<file path="src/sv/bpa_pkg.sv">
// Shared constants, codes, control types and helper functions of the
// bitmap page allocator. No dependencies.
package bpa_pkg;

    localparam int NUM_PAGES = 65536;
    localparam int WORD_BITS = 64;
    localparam int NUM_WORDS = NUM_PAGES / WORD_BITS;
    localparam int BIT_W     = $clog2(WORD_BITS);
    localparam int WADDR_W   = $clog2(NUM_WORDS);
    localparam int WCNT_W    = WADDR_W + 1;
    localparam int NBYTES    = WORD_BITS / 8;
    localparam int BCNT_W    = 4;
    localparam int POP_W     = BIT_W + 1;

    localparam int CMD_W   = 3;
    localparam int PAGE_W  = 16;
    localparam int CNT_W   = 17;
    localparam int ZONE_W  = 2;
    localparam int STAT_W  = 2;
    localparam int PADDR_W = 4;
    localparam int PDATA_W = 32;

    localparam logic [CMD_W-1:0] CMD_ALLOC   = 3'd0;
    localparam logic [CMD_W-1:0] CMD_CONTIG  = 3'd1;
    localparam logic [CMD_W-1:0] CMD_ZONE    = 3'd2;
    localparam logic [CMD_W-1:0] CMD_FREE    = 3'd3;
    localparam logic [CMD_W-1:0] CMD_RESERVE = 3'd4;
    localparam logic [CMD_W-1:0] CMD_RELEASE = 3'd5;

    localparam logic [ZONE_W-1:0] ZSEL_LOW    = 2'd0;
    localparam logic [ZONE_W-1:0] ZSEL_DMA    = 2'd1;
    localparam logic [ZONE_W-1:0] ZSEL_NORMAL = 2'd2;
    localparam logic [ZONE_W-1:0] ZSEL_ANY    = 2'd3;

    localparam logic [STAT_W-1:0] ST_OK      = 2'd0;
    localparam logic [STAT_W-1:0] ST_NOMEM   = 2'd1;
    localparam logic [STAT_W-1:0] ST_DFREE   = 2'd2;
    localparam logic [STAT_W-1:0] ST_IGNORED = 2'd3;

    localparam logic [1:0] REG_TOTAL  = 2'd0;
    localparam logic [1:0] REG_LOW    = 2'd1;
    localparam logic [1:0] REG_DMA    = 2'd2;
    localparam logic [1:0] REG_NORMAL = 2'd3;

    localparam logic [CNT_W-1:0] RST_TOTAL  = 17'd65536;
    localparam logic [CNT_W-1:0] RST_LOW    = 17'd256;
    localparam logic [CNT_W-1:0] RST_DMA    = 17'd4096;
    localparam logic [CNT_W-1:0] RST_NORMAL = 17'd65536;

    localparam int OP_W = 4;
    localparam logic [OP_W-1:0] OP_NOP     = 4'd0;
    localparam logic [OP_W-1:0] OP_CLR     = 4'd1;
    localparam logic [OP_W-1:0] OP_LOAD    = 4'd2;
    localparam logic [OP_W-1:0] OP_DISP    = 4'd3;
    localparam logic [OP_W-1:0] OP_READ    = 4'd4;
    localparam logic [OP_W-1:0] OP_CAP     = 4'd5;
    localparam logic [OP_W-1:0] OP_SCAN_EV = 4'd6;
    localparam logic [OP_W-1:0] OP_RUN_EV  = 4'd7;
    localparam logic [OP_W-1:0] OP_FREE_EV = 4'd8;
    localparam logic [OP_W-1:0] OP_RNG_EV  = 4'd9;
    localparam logic [OP_W-1:0] OP_RNG_CNT = 4'd10;
    localparam logic [OP_W-1:0] OP_RNG_ACC = 4'd11;
    localparam logic [OP_W-1:0] OP_EMIT    = 4'd12;

    localparam logic [1:0] K_SCAN = 2'd0;
    localparam logic [1:0] K_RUN  = 2'd1;
    localparam logic [1:0] K_FREE = 2'd2;
    localparam logic [1:0] K_RNG  = 2'd3;

    typedef struct packed {
        logic [OP_W-1:0] op;
    } ctl_cmd_t;

    typedef struct packed {
        logic       clr_last;
        logic       disp_done;
        logic [1:0] disp_kind;
        logic       scan_end;
        logic       run_fail;
        logic       run_found;
        logic       run_next;
        logic       rng_last;
        logic       out_busy;
    } dp_stat_t;

    // bits of the word at base whose page lies in [lo, hi)
    function automatic logic [WORD_BITS-1:0] range_mask(input logic [CNT_W-1:0] base,
                                                        input logic [CNT_W-1:0] lo,
                                                        input logic [CNT_W-1:0] hi);
        logic [CNT_W-1:0]     d_lo;
        logic [CNT_W-1:0]     d_hi;
        logic [WORD_BITS-1:0] m;
        d_lo = (lo > base) ? (lo - base) : '0;
        d_hi = (hi > base) ? (hi - base) : '0;
        if (d_lo >= CNT_W'(WORD_BITS) || hi <= base)
        begin
            m = '0;
        end
        else
        begin
            m = {WORD_BITS{1'b1}} << d_lo[BIT_W-1:0];
            if (d_hi < CNT_W'(WORD_BITS))
            begin
                m = m & ~({WORD_BITS{1'b1}} << d_hi[BIT_W-1:0]);
            end
        end
        return m;
    endfunction

    function automatic logic [BIT_W-1:0] lowest_set(input logic [WORD_BITS-1:0] v);
        logic [BIT_W-1:0] idx;
        idx = '0;
        for (int i = WORD_BITS - 1; i >= 0; i--)
        begin
            if (v[i])
            begin
                idx = BIT_W'(i);
            end
        end
        return idx;
    endfunction

    function automatic logic [BCNT_W-1:0] byte_pop(input logic [7:0] v);
        logic [BCNT_W-1:0] n;
        n = '0;
        for (int i = 0; i < 8; i++)
        begin
            n = n + BCNT_W'(v[i]);
        end
        return n;
    endfunction

endpackage

</file>
<file path="src/sv/bpa_ctl.sv">
// Controller state machine of the bitmap page allocator.
// Depends on bpa_pkg; drives bpa_dp through ctl_cmd_t, reads dp_stat_t.
module bpa_ctl (
    input  logic              clk,
    input  logic              rst_n,
    input  logic              in_valid,
    output logic              in_ready,
    input  bpa_pkg::dp_stat_t stat,
    output bpa_pkg::ctl_cmd_t ctl
);

    localparam logic [3:0] S_CLR  = 4'd0;
    localparam logic [3:0] S_IDLE = 4'd1;
    localparam logic [3:0] S_DISP = 4'd2;
    localparam logic [3:0] S_READ = 4'd3;
    localparam logic [3:0] S_CAP  = 4'd4;
    localparam logic [3:0] S_SCAN = 4'd5;
    localparam logic [3:0] S_RUN  = 4'd6;
    localparam logic [3:0] S_FREE = 4'd7;
    localparam logic [3:0] S_RNG  = 4'd8;
    localparam logic [3:0] S_CNT  = 4'd9;
    localparam logic [3:0] S_ACC  = 4'd10;
    localparam logic [3:0] S_DONE = 4'd11;

    logic [3:0] state_reg;
    logic [3:0] state_next;
    logic [1:0] kind_reg;
    logic [1:0] kind_next;

    always_comb
    begin
        state_next = state_reg;
        kind_next  = kind_reg;
        ctl.op     = bpa_pkg::OP_NOP;
        in_ready   = 1'b0;
        unique case (state_reg)
            S_CLR:
            begin
                ctl.op = bpa_pkg::OP_CLR;
                if (stat.clr_last)
                begin
                    state_next = S_IDLE;
                end
            end
            S_IDLE:
            begin
                in_ready = 1'b1;
                if (in_valid)
                begin
                    ctl.op     = bpa_pkg::OP_LOAD;
                    state_next = S_DISP;
                end
            end
            S_DISP:
            begin
                ctl.op = bpa_pkg::OP_DISP;
                if (stat.disp_done)
                begin
                    state_next = S_DONE;
                end
                else
                begin
                    kind_next  = stat.disp_kind;
                    state_next = S_READ;
                end
            end
            S_READ:
            begin
                ctl.op     = bpa_pkg::OP_READ;
                state_next = S_CAP;
            end
            S_CAP:
            begin
                ctl.op = bpa_pkg::OP_CAP;
                unique case (kind_reg)
                    bpa_pkg::K_SCAN: state_next = S_SCAN;
                    bpa_pkg::K_RUN:  state_next = S_RUN;
                    bpa_pkg::K_FREE: state_next = S_FREE;
                    bpa_pkg::K_RNG:  state_next = S_RNG;
                    default:         state_next = S_IDLE;
                endcase
            end
            S_SCAN:
            begin
                ctl.op     = bpa_pkg::OP_SCAN_EV;
                state_next = stat.scan_end ? S_DONE : S_READ;
            end
            S_RUN:
            begin
                ctl.op = bpa_pkg::OP_RUN_EV;
                if (stat.run_fail)
                begin
                    state_next = S_DONE;
                end
                else if (stat.run_found)
                begin
                    kind_next  = bpa_pkg::K_RNG;
                    state_next = S_READ;
                end
                else if (stat.run_next)
                begin
                    state_next = S_READ;
                end
            end
            S_FREE:
            begin
                ctl.op     = bpa_pkg::OP_FREE_EV;
                state_next = S_DONE;
            end
            S_RNG:
            begin
                ctl.op     = bpa_pkg::OP_RNG_EV;
                state_next = S_CNT;
            end
            S_CNT:
            begin
                ctl.op     = bpa_pkg::OP_RNG_CNT;
                state_next = S_ACC;
            end
            S_ACC:
            begin
                ctl.op     = bpa_pkg::OP_RNG_ACC;
                state_next = stat.rng_last ? S_DONE : S_READ;
            end
            S_DONE:
            begin
                if (!stat.out_busy)
                begin
                    ctl.op     = bpa_pkg::OP_EMIT;
                    state_next = S_IDLE;
                end
            end
            default:
            begin
                state_next = S_IDLE;
            end
        endcase
    end

    always_ff @(posedge clk or negedge rst_n)
    begin
        if (!rst_n)
        begin
            state_reg <= S_CLR;
            kind_reg  <= bpa_pkg::K_SCAN;
        end
        else
        begin
            state_reg <= state_next;
            kind_reg  <= kind_next;
        end
    end

endmodule

</file>
<file path="config.mk">
export PLATFORM = sky130hd
export DESIGN_NAME = bpa_ctl
export DESIGN_NICKNAME = d
export VERILOG_FILES = /design/src/sv/bpa_pkg.sv /design/src/sv/bpa_ctl.sv
export SDC_FILE = /design/constraint.sdc
export NUM_CORES = 1
export LEC_CHECK = 0
export ABC_AREA = 1
export BUFFER_PORTS_ARGS = -buffer_cell sky130_fd_sc_hd__buf_4
export CELL_PAD_IN_SITES_DETAIL_PLACEMENT = 1
export CELL_PAD_IN_SITES_GLOBAL_PLACEMENT = 2
export CORE_UTILIZATION = 23
export CTS_CLUSTER_SIZE = 8
export DETAILED_ROUTE_END_ITERATION = 10
export PLACE_DENSITY_LB_ADDON = 0.1
export SYNTH_ARGS = -nofsm -noshare
export SYNTH_HDL_FRONTEND = slang
export SYNTH_SLANG_ARGS = --single-unit
</file>
<file path="constraint.sdc">
create_clock -name clk -period 1.05 [get_ports clk]
set_input_delay 0.21 -clock clk [delete_from_list [all_inputs] [get_ports clk]]
set_output_delay 0.21 -clock clk [all_outputs]
set_load 0.1 [all_outputs]
</file>
==> results_dict.tcl, run 1 <==
set metrics [dict create \
    min_to "kind_reg[1]$_DFFE_PN0P_" \
    fp.dieW_microns 55.8 \
    clk-insertion-delay-late_ns 0.27 \
    power.sequential.fraction_pct 11.3 \
    core_area_sq_mm 0.00276 \
    fin_crit_ns 1.63 \
    synth_top_area_share_pct 22.5 \
    wl_per_cell_microns 13.4 \
    drt_wl_total_microns 2560 \
    viasPerCell 4.61 \
    synth_nets 130 \
    mostFrequentLayoutCell "sky130_fd_sc_hd__buf_4" \
    synth_edf_count 0 \
    dp.final_hpwl_microns 1940 \
    die_height_microns 55.8 \
    cp-startpoint "state_reg[2]$_DFFE_PN0P_" \
    area_leader_netlist "sky130_fd_sc_hd__dfrtp_1" \
    timing.final.crit_share_pct 155 \
    max_cap_violations 0 \
    cts_root_buf "sky130_fd_sc_hd__clkbuf_4" \
    number_of_buffers_created_by_cts 3 \
    timing.critical_path.mode_cell "sky130_fd_sc_hd__nor2_4" \
    slew_viol_final 0 \
    layout-area-overhead-vs-synth_pct 103 \
    final_setup_vio_count 11 \
    total_switching_power_mw 2.60 \
    worst-setup-path-type "reg2out" \
    global_route.usage.total_pct 17.9 \
    crit_arrival_ns 1.42 \
    power.leakage_nw 0.721 \
    r2r_end "state_reg[0]$_DFFE_PN0P_" \
    syn_avg_cell_area_sq_um 5.90 \
    timing.fmax_ghz 0.613 \
    ys_ff_latch 6 \
    grt_start_max_net_pins 7 \
    hold_viol 0 \
    synth_cells 113 \
    power.share.combinational_pct 83.1 \
    initialDrtViolationCount 8 \
    crit_path_cell_trace "inv_4 > nor2_4 > nand2_2 > nand2_4 > nor2_4 > o21ai_4 > buf_12" \
    initial_utilization_pct 24.2 \
    worst_hold_path_type "in2reg" \
    finalWorstSetupSlack_ns -0.581 \
    cts.path.max_buffers 2 \
    slew_headroom_pct 86.3 \
    initial_antenna_violation_count 0 \
    placedInstanceArea_sq_mm 0.00106 \
    vias 880 \
    clock_sink_count 6 \
    clock_power_share_pct 5.6 \
    die_area_sq_mm 0.00312 \
    worstSetupEndpointType "output port" \
    status "complete, but fails checks" \
    ff_to_ff_setup_slack_ns -0.42 \
    worst_r2r_path_depth 10 \
    drive_gt1_share_pct 60.6 \
    failed_checks "negative setup slack" \
    flip_flop_count_of_the_largest_register_after_layout 4 \
    grt_pass1_wl_microns 4260 \
    number_of_cell_rows 19 \
    sw_frac_of_total_pct 55.3 \
    cts_tree "done" \
    layout.nets 178 \
    crit_path_max_incr_delay_ns 0.47 \
    cpMaxStageDelayCell "sky130_fd_sc_hd__dfrtp_2" \
    rsz0062_at_grt "true" \
    async_set_or_reset_register_ratio_after_synthesis_pct 100 \
    cellInternalPower_mw 2.10 \
    timing_worst_slew_pin_value_ns 0.205 \
    synthFlopType "sky130_fd_sc_hd__dfrtp_1" \
    first_global_vias 946 \
    worst_hold_path.num_cells 3 \
    cp_data_required_time_ns 0.84 \
    power_density_mw_per_mm2 3470 \
    design_power_total_mw 4.70 \
    final_antenna_net_count 0 \
    post_synth_num_cell_types 17 \
    total_of_buffers_placed_on_input_and_output_ports 17 \
    clock_transition_at_the_register_clock_pins_on_the_worst_setup_and_hold_paths_after_cts_ns 0.06 \
    grt.overflow.total 0 \
    route.detailed.drc 0 \
    min-delay-start "stat[7]" \
    finalInstanceArea_sq_mm 0.00135 \
    syn-cell-area_sq_um 667 \
    synth.yosys.seq_area_share_pct 22.5 \
    setup.worst_path.start_class "register" \
    layout_common_cells "30 x sky130_fd_sc_hd__buf_4, 26 x sky130_fd_sc_hd__nand2_1, 13 x sky130_fd_sc_hd__inv_1" \
    drt_pass1_iterations 4 \
    critical_path.max_fanout 6 \
    insertedDiodeCount 0 \
    rr_startpoint "state_reg[2]$_DFFE_PN0P_" \
    yosysWarnings 0 \
    cts.htree.levels 1 \
    synth.area.top_cells "sky130_fd_sc_hd__dfrtp_1 23%, sky130_fd_sc_hd__nand2_1 20%, sky130_fd_sc_hd__inv_1 10%" \
    floorplan.io_pins 18 \
    gp_congestion 0.758 \
    skew_ns 0.00671 \
    max_rail_drop_vdd_mv 2.29 \
]
per-layer routing:
metal	global-route usage [%]	share of wire, %	vias up
met3	2.09	2.6	8
met2	31.2	52	16
met1	22.3	43	417
li1	-	-	439
met5	0	0	-
met4	7.32	2.4	0
stage by stage:
stage               util (%)  instances  setup WS, ns  hold WS (ns)  TNS [ns]
finish                  49.0        191        -0.581         0.168     -4.46
global placement        38.5        180        -0.360        0.0253     -2.87
CTS                     45.3        190        -0.549         0.188     -4.14
detailed placement      38.5        180        -0.391        0.0259     -3.05
floorplan                  -        113        -0.472       -0.0856     -2.04
global route            49.0        191        -0.635         0.194     -5.18
layout make-up:
class | count | area, sq um
flip-flops and latches | 6 | 155
well taps | 31 | 38.8
multi-input cells | 85 | 619
clock buffers | 4 | 26.3
inverters | 21 | 87.6
repair buffers | 44 | 425
fillers | 361 | 1410
cells in the mapped netlist (2+ instances only):
library cell and count:
sky130_fd_sc_hd__nand2_1 36, sky130_fd_sc_hd__inv_1 18, sky130_fd_sc_hd__nor2_1 16, sky130_fd_sc_hd__nand3_1 11
sky130_fd_sc_hd__dfrtp_1 6, sky130_fd_sc_hd__ha_1 4, sky130_fd_sc_hd__nand2_2 4, sky130_fd_sc_hd__o21ai_0 4
sky130_fd_sc_hd__inv_2 3, sky130_fd_sc_hd__nor2_4 3, sky130_fd_sc_hd__a21oi_1 2
worst max-delay path, delay by kind of cell, from the launching register on:
kind / cells / cell delay, ns
AO/OA/AOI/OAI: 1 / 0.08
buffers and inverters: 2 / 0.27
flip-flops: 1 / 0.47
AND/OR/NAND/NOR: 4 / 0.33
power by group through the flow:
stage	logic [mW]	clock network (mW)	registers (mW)
2_1_floorplan	2.10	0	0.500
3_3_place_gp	2.98	0	0.511
3_5_place_dp	3.02	0	0.525
4_1_cts	3.65	0.259	0.521
5_1_grt	4.20	0.268	0.551
6_report	3.90	0.262	0.533
how the worst max path moves through the flow:
stage / endpoint
global route: ctl[1]
CTS: ctl[1]
finish: ctl[1]
detailed placement: ctl[1]
global placement: ctl[1]
floorplan: ctl[1]
logic make-up after synthesis:
group	after synthesis	share of synthesized area [%]
AO/OA/AOI/OAI	8	6.57
adder cells (fa/ha/maj)	4	7.50
buffers and inverters	22	13.5
flip-flops	6	22.5
AND/OR/NAND/NOR	73	49.9
what timing repair did:
action,CTS,global route
gates resized for setup,29,28
pin swaps,15,12
hold buffers,1,0
endpoints found under the setup margin,11,11
setup buffers,6,3
endpoints found under the hold margin,6,0
No activity file was read; power rests on OpenSTA's default activity.
==> inputs of run 2 (changes only) <==
--- a/config.mk
+++ b/config.mk
@@ -9,7 +9,7 @@
 export BUFFER_PORTS_ARGS = -buffer_cell sky130_fd_sc_hd__buf_4
 export CELL_PAD_IN_SITES_DETAIL_PLACEMENT = 1
 export CELL_PAD_IN_SITES_GLOBAL_PLACEMENT = 2
-export CORE_UTILIZATION = 23
+export CORE_UTILIZATION = 25
 export CTS_CLUSTER_SIZE = 8
 export DETAILED_ROUTE_END_ITERATION = 10
 export PLACE_DENSITY_LB_ADDON = 0.1
==> constraint.sdc (replaced) <==
create_clock -name clk -period 1.7 [get_ports clk]
set_input_delay 0.34 -clock clk [delete_from_list [all_inputs] [get_ports clk]]
set_output_delay 0.34 -clock clk [all_outputs]
set_load 0.1 [all_outputs]
==> run 2 against run 1 <==
Effect of this change: the flow still finishes with violations (negative setup slack); largest cell class unchanged; die area is 7.7% lower; final cell count is 6.8% lower; flip-flop and latch count stayed put; clock-buffer cell count is 1 lower; non-clock buffer count is 11 lower; power is 49% lower; register-to-register slack better by 0.63 ns; combinational power is 50% lower; final area is 17% lower.
==> results_dict.tcl, run 2 (synthesis results as in run 1) <==
set metrics [dict create \
    gp_congestion 0.786 \
    clock_transition_at_the_register_clock_pins_on_the_worst_setup_and_hold_paths_after_cts_ns 0.05 \
    power_density_mw_per_mm2 2160 \
    crit_arrival_ns 1.39 \
    cts_root_buf "sky130_fd_sc_hd__clkbuf_4" \
    drt_wl_total_microns 2170 \
    layout_common_cells "33 x sky130_fd_sc_hd__nand2_1, 24 x sky130_fd_sc_hd__buf_4, 16 x sky130_fd_sc_hd__inv_1" \
    dp_slack_ns -0.0437 \
    timing.final.crit_share_pct 101 \
    viasPerCell 4.53 \
    final_core_util_pct 44.7 \
    max_cap_violations 0 \
    wl_per_cell_microns 12.2 \
    first_global_vias 775 \
    grt_start_max_net_pins 7 \
    design_power_total_mw 2.42 \
    core_area_sq_mm 0.00250 \
    initial_antenna_violation_count 0 \
    floorplan.io_pins 18 \
    initial_utilization_pct 26.7 \
    layout-area-overhead-vs-synth_pct 67.5 \
    layout.nets 167 \
    number_of_buffers_created_by_cts 3 \
    worst-setup-path-type "reg2out" \
    cts_tree "done" \
    fin_crit_ns 1.73 \
    number_of_cell_rows 18 \
    crit_path_max_incr_delay_ns 0.41 \
    max_rail_drop_vdd_mv 1.27 \
    worst_hold_path_type "in2reg" \
    timing_worst_slew_pin_value_ns 0.276 \
    initialDrtViolationCount 9 \
    final_setup_vio_count 2 \
    die_area_sq_mm 0.00288 \
    cpMaxStageDelayCell "sky130_fd_sc_hd__dfrtp_1" \
    failed_checks "negative setup slack" \
    grt.overflow.total 0 \
    grt_pass1_wl_microns 3380 \
    drive_gt1_share_pct 42.6 \
    hold_viol 0 \
    fp.dieW_microns 53.7 \
    route.detailed.drc 0 \
    flip_flop_count_of_the_largest_register_after_layout 4 \
    power.leakage_nw 0.652 \
    status "complete, but fails checks" \
    finalWorstSetupSlack_ns -0.0253 \
    slew_viol_final 0 \
    die_height_microns 53.7 \
    cts.path.max_buffers 2 \
    setup.worst_path.start_class "register" \
    mostFrequentLayoutCell "sky130_fd_sc_hd__nand2_1" \
    drt_pass1_iterations 3 \
    cts.htree.levels 1 \
    timing.fmax_ghz 0.580 \
    rsz0062_at_grt "true" \
    clock_sink_count 6 \
    vias 807 \
    insertedDiodeCount 0 \
    skew_ns 0.00901 \
    clk-insertion-delay-late_ns 0.25 \
    worstSetupEndpointType "output port" \
    slew_headroom_pct 81.6 \
    dp.final_hpwl_microns 1770 \
    cp_data_required_time_ns 1.36 \
    final_antenna_net_count 0 \
    global_route.usage.total_pct 17.1 \
    crit_path_cell_trace "buf_4 > nor2_2 > nand2_1 > nand2_2 > nor2_4 > o21ai_4 > buf_12" \
    total_of_buffers_placed_on_input_and_output_ports 17 \
    critical_path.max_fanout 3 \
]
[run 2: changes by cell type in the layout (fill, tap and decap cells not counted), moves of 2 or more]
cell	previous run	this run
sky130_fd_sc_hd__nand3_1	6	11
sky130_fd_sc_hd__nand2_2	9	5
sky130_fd_sc_hd__nor2_2	6	2
sky130_fd_sc_hd__buf_6	8	3
sky130_fd_sc_hd__nor2_1	6	13
sky130_fd_sc_hd__buf_4	30	24
sky130_fd_sc_hd__nand2_1	26	33
sky130_fd_sc_hd__inv_1	13	16
sky130_fd_sc_hd__nand3_2	4	0
sky130_fd_sc_hd__nor2_4	8	5
sky130_fd_sc_hd__nand2_4	5	3
[run 2: critical path, delay by kind of cell, from the launching register on]
family | cells | cell delay (ns)
AND/OR/NAND/NOR | 4 | 0.33
AO/OA/AOI/OAI | 1 | 0.06
buffers and inverters | 2 | 0.34
flip-flops | 1 | 0.41
[run 2: through the flow]
stage               instances  setup TNS [ns]  cell area [sq um]  hold WS (ns)
CTS                       175         -0.0767               1050         0.315
global route              178          -0.146               1120         0.356
global placement          168               0                926         0.156
finish                    178         -0.0381               1120         0.318
floorplan                 113         -0.0875                704        0.0444
detailed placement        168         -0.0437                926         0.159
[run 2: power breakdown]
group / internal (mW) / switching [mW]
sequential: 0.216 / 0.109
clock: 0.0803 / 0.0571
combinational: 0.733 / 1.22
[run 2: repair_timing]
item                       4_1_cts  5_1_grt
setup buffers                    3        3
resized for setup               18       14
hold buffers                     1        0
setup endpoints to repair        4        4
hold endpoints to repair         6        0
pin swaps                        1        3
[run 2: final timing paths]
path	slack [ns]	to	cells after the start	startpoint
worst max-delay path	-0.03	ctl[1]	7	state_reg[0]$_DFFE_PN0P_
worst min-delay path	0.32	kind_reg[0]$_DFFE_PN0P_	3	stat[6]
worst max register to register	0.21	state_reg[1]$_DFFE_PN0P_	9	state_reg[0]$_DFFE_PN0P_
worst min register to register	0.59	kind_reg[0]$_DFFE_PN0P_	2	kind_reg[0]$_DFFE_PN0P_
max in group asynchronous	1.13	state_reg[2]$_DFFE_PN0P_	2	rst_n
min in group asynchronous	0.43	state_reg[1]$_DFFE_PN0P_	2	rst_n
[run 2: layout make-up]
| class | instances | area (sq um) |
|---|---|---|
| Fill cell | 318 | 1380 |
| Multi-Input combinational cell | 85 | 503 |
| Timing Repair Buffer | 33 | 319 |
| Sequential cell | 6 | 154 |
| Inverter | 21 | 81.3 |
| Tap cell | 30 | 37.5 |
| Clock buffer | 3 | 22.5 |
[run 2: metal layers]
metal  wire (microns)  global-route usage, %
met1             1040                   21.5
met2             1060                   28.3
met3               49                   3.39
met4               23                   6.58
met5                0                      0
==> inputs of run 3 (changes only) <==
--- a/config.mk
+++ b/config.mk
@@ -8,8 +8,8 @@
 export ABC_AREA = 1
 export BUFFER_PORTS_ARGS = -buffer_cell sky130_fd_sc_hd__buf_4
 export CELL_PAD_IN_SITES_DETAIL_PLACEMENT = 1
-export CELL_PAD_IN_SITES_GLOBAL_PLACEMENT = 2
-export CORE_UTILIZATION = 25
+export CELL_PAD_IN_SITES_GLOBAL_PLACEMENT = 1
+export CORE_UTILIZATION = 33
 export CTS_CLUSTER_SIZE = 8
 export DETAILED_ROUTE_END_ITERATION = 10
 export PLACE_DENSITY_LB_ADDON = 0.1
==> run 3 against run 2 <==
Effect of this change: the flow still finishes with violations (negative setup slack); first-iteration DRC count is 44% higher; worst hold slack better by 0.016 ns; final area is 2.0% lower; clock-buffer cell count stayed put; die area is 23% lower; wire length is 15% higher; via count is 2.1% higher; clock skew is 0.0020 ns higher; fmax is 1.7% lower; core utilization is 16 points higher; global-route usage is 8.1 points higher; sequential share of layout area is 0.40 points higher; largest power group unchanged.
==> results_dict.tcl, run 3 (synthesis results as in run 1) <==
set metrics [dict create \
    status "complete, but fails checks" \
    failed_checks "negative setup slack" \
    core_area_sq_mm 0.00180 \
    viasPerCell 4.85 \
    number_of_cell_rows 15 \
    timing_worst_slew_pin_value_ns 0.453 \
    max_rail_drop_vdd_mv 1.83 \
    route.detailed.drc 0 \
    initial_antenna_violation_count 0 \
    fin_worst_hold_slack_ns 0.334 \
    cts_tree "done" \
    initial_utilization_pct 37.0 \
    cpMaxStageDelayCell "sky130_fd_sc_hd__dfrtp_2" \
    final_core_util_pct 60.8 \
    die_height_microns 47.0 \
    timing.final.crit_share_pct 103 \
    drt_wl_total_microns 2490 \
    gp_congestion 0.836 \
    hold_viol 0 \
    fin_crit_ns 1.75 \
    mostFrequentLayoutCell "sky130_fd_sc_hd__nand2_1" \
    finalInstanceArea_sq_mm 0.00109 \
    worstSetupEndpointType "output port" \
    clock_transition_at_the_register_clock_pins_on_the_worst_setup_and_hold_paths_after_cts_ns 0.05 \
    rsz0062_at_grt "true" \
    power_density_mw_per_mm2 2280 \
    dp_slack_ns 0.0260 \
    cp_data_required_time_ns 1.36 \
    grt_start_max_net_pins 7 \
    setup.worst_path.start_class "register" \
    number_of_buffers_created_by_cts 3 \
    worst_hold_path_type "in2reg" \
    global_route.usage.total_pct 25.1 \
    flip_flop_count_of_the_largest_register_after_layout 4 \
    max_cap_violations 0 \
    slew_headroom_pct 69.7 \
    layout.nets 164 \
    timing.critical_path.mode_cell "sky130_fd_sc_hd__nand2_2" \
    crit_path_cell_trace "inv_2 > nor2_2 > nand2_2 > nand2_2 > nor2_4 > o21ai_4 > buf_12" \
    drt_pass1_iterations 4 \
    total_negative_slack_for_setup_checks_ns -0.0544 \
    critical_path.max_fanout 6 \
    slew_viol_final 0 \
    grt.overflow.total 0 \
    insertedDiodeCount 0 \
    layout-area-overhead-vs-synth_pct 64.2 \
    cts.path.max_buffers 2 \
    clock_sink_count 6 \
    floorplan.io_pins 18 \
    initialDrtViolationCount 13 \
    layout_common_cells "31 x sky130_fd_sc_hd__nand2_1, 21 x sky130_fd_sc_hd__buf_4, 13 x sky130_fd_sc_hd__inv_1, 13 x sky130_fd_sc_hd__nor2_1, 11 x sky130_fd_sc_hd__nand3_1" \
    placedInstanceArea_sq_um 912 \
    final_antenna_net_count 0 \
    skew_ns 0.0111 \
    die_area_sq_mm 0.00220 \
    drive_gt1_share_pct 45.5 \
    crit_path_max_incr_delay_ns 0.46 \
    dp.final_hpwl_microns 1770 \
    timing.fmax_ghz 0.570 \
    grt_pass1_wl_microns 3730 \
    power.leakage_nw 0.620 \
    fp.dieW_microns 47.0 \
    total_of_buffers_placed_on_input_and_output_ports 17 \
    finalWorstSetupSlack_ns -0.0544 \
    cts_root_buf "sky130_fd_sc_hd__clkbuf_4" \
    cts.htree.levels 1 \
    vias 824 \
    worst-setup-path-type "reg2out" \
    crit_arrival_ns 1.41 \
    first_global_vias 834 \
    final_setup_vio_count 1 \
    wl_per_cell_microns 14.6 \
    clk-insertion-delay-late_ns 0.25 \
]
==> run 3: cell types whose count changed in the layout (fill, tap and decap cells not counted), moves of 2 or more <==
| cell | previous run | this run |
|---|---|---|
| sky130_fd_sc_hd__inv_2 | 4 | 8 |
| sky130_fd_sc_hd__nand2_2 | 5 | 9 |
| sky130_fd_sc_hd__buf_4 | 24 | 21 |
| sky130_fd_sc_hd__inv_1 | 16 | 13 |
| sky130_fd_sc_hd__nand2_1 | 33 | 31 |
| sky130_fd_sc_hd__nand2_4 | 3 | 1 |
==> run 3: critical path: cells and delay by family (launching register included) <==
| family | cells | cell delay, ns |
|---|---|---|
| compound gates | 1 | 0.06 |
| flops | 1 | 0.46 |
| buf+inv | 2 | 0.25 |
| simple gates | 4 | 0.39 |
==> run 3: final timing paths <==
path,start,end,slack (ns),depth (start not counted)
setup / recovery,state_reg[1]$_DFFE_PN0P_,ctl[1],-0.05,7
hold / removal,stat[6],kind_reg[0]$_DFFE_PN0P_,0.33,3
setup reg to reg,state_reg[0]$_DFFE_PN0P_,state_reg[1]$_DFFE_PN0P_,0.14,8
hold reg to reg,kind_reg[0]$_DFFE_PN0P_,kind_reg[0]$_DFFE_PN0P_,0.61,2
max in group asynchronous,rst_n,state_reg[2]$_DFFE_PN0P_,1.12,2
min in group asynchronous,rst_n,state_reg[1]$_DFFE_PN0P_,0.44,2
==> run 3: layout make-up <==
class | count | area [sq um]
fill | 248 | 707
multi-input combinational | 85 | 505
timing repair buffer | 30 | 302
sequential | 6 | 155
inverter | 21 | 78.8
tap | 25 | 31.3
clock buffer | 3 | 22.5
==> run 3: what timing repair did <==
action	4_1_cts	5_1_grt
gates resized for setup	26	14
setup buffers	3	1
pin swaps	3	3
hold endpoints to repair	6	0
hold buffers	1	0
setup endpoints to repair	4	5
==> run 3: layer usage <==
layer  vias up  wire length (microns)  track usage, %
met5         -                      0               0
met4         0                     22            7.43
met2        11                   1340            44.2
met1       404                   1070            30.5
met3         2                     51            5.77
li1        407                      -               -
==> run 3: through the flow <==
step                      power (mW)  std cells
after global routing            2.64        170
after floorplan                 1.49        113
final                           2.49        170
after global placement          1.85        162
after CTS                       2.32        169
after detailed placement        1.89        162
==> run 3: report_power, final <==
part	switching (mW)	internal [mW]	leakage, nW
combinational	1.27	0.745	0.536
clock	0.0566	0.0802	0.0138
sequential	0.123	0.218	0.0704
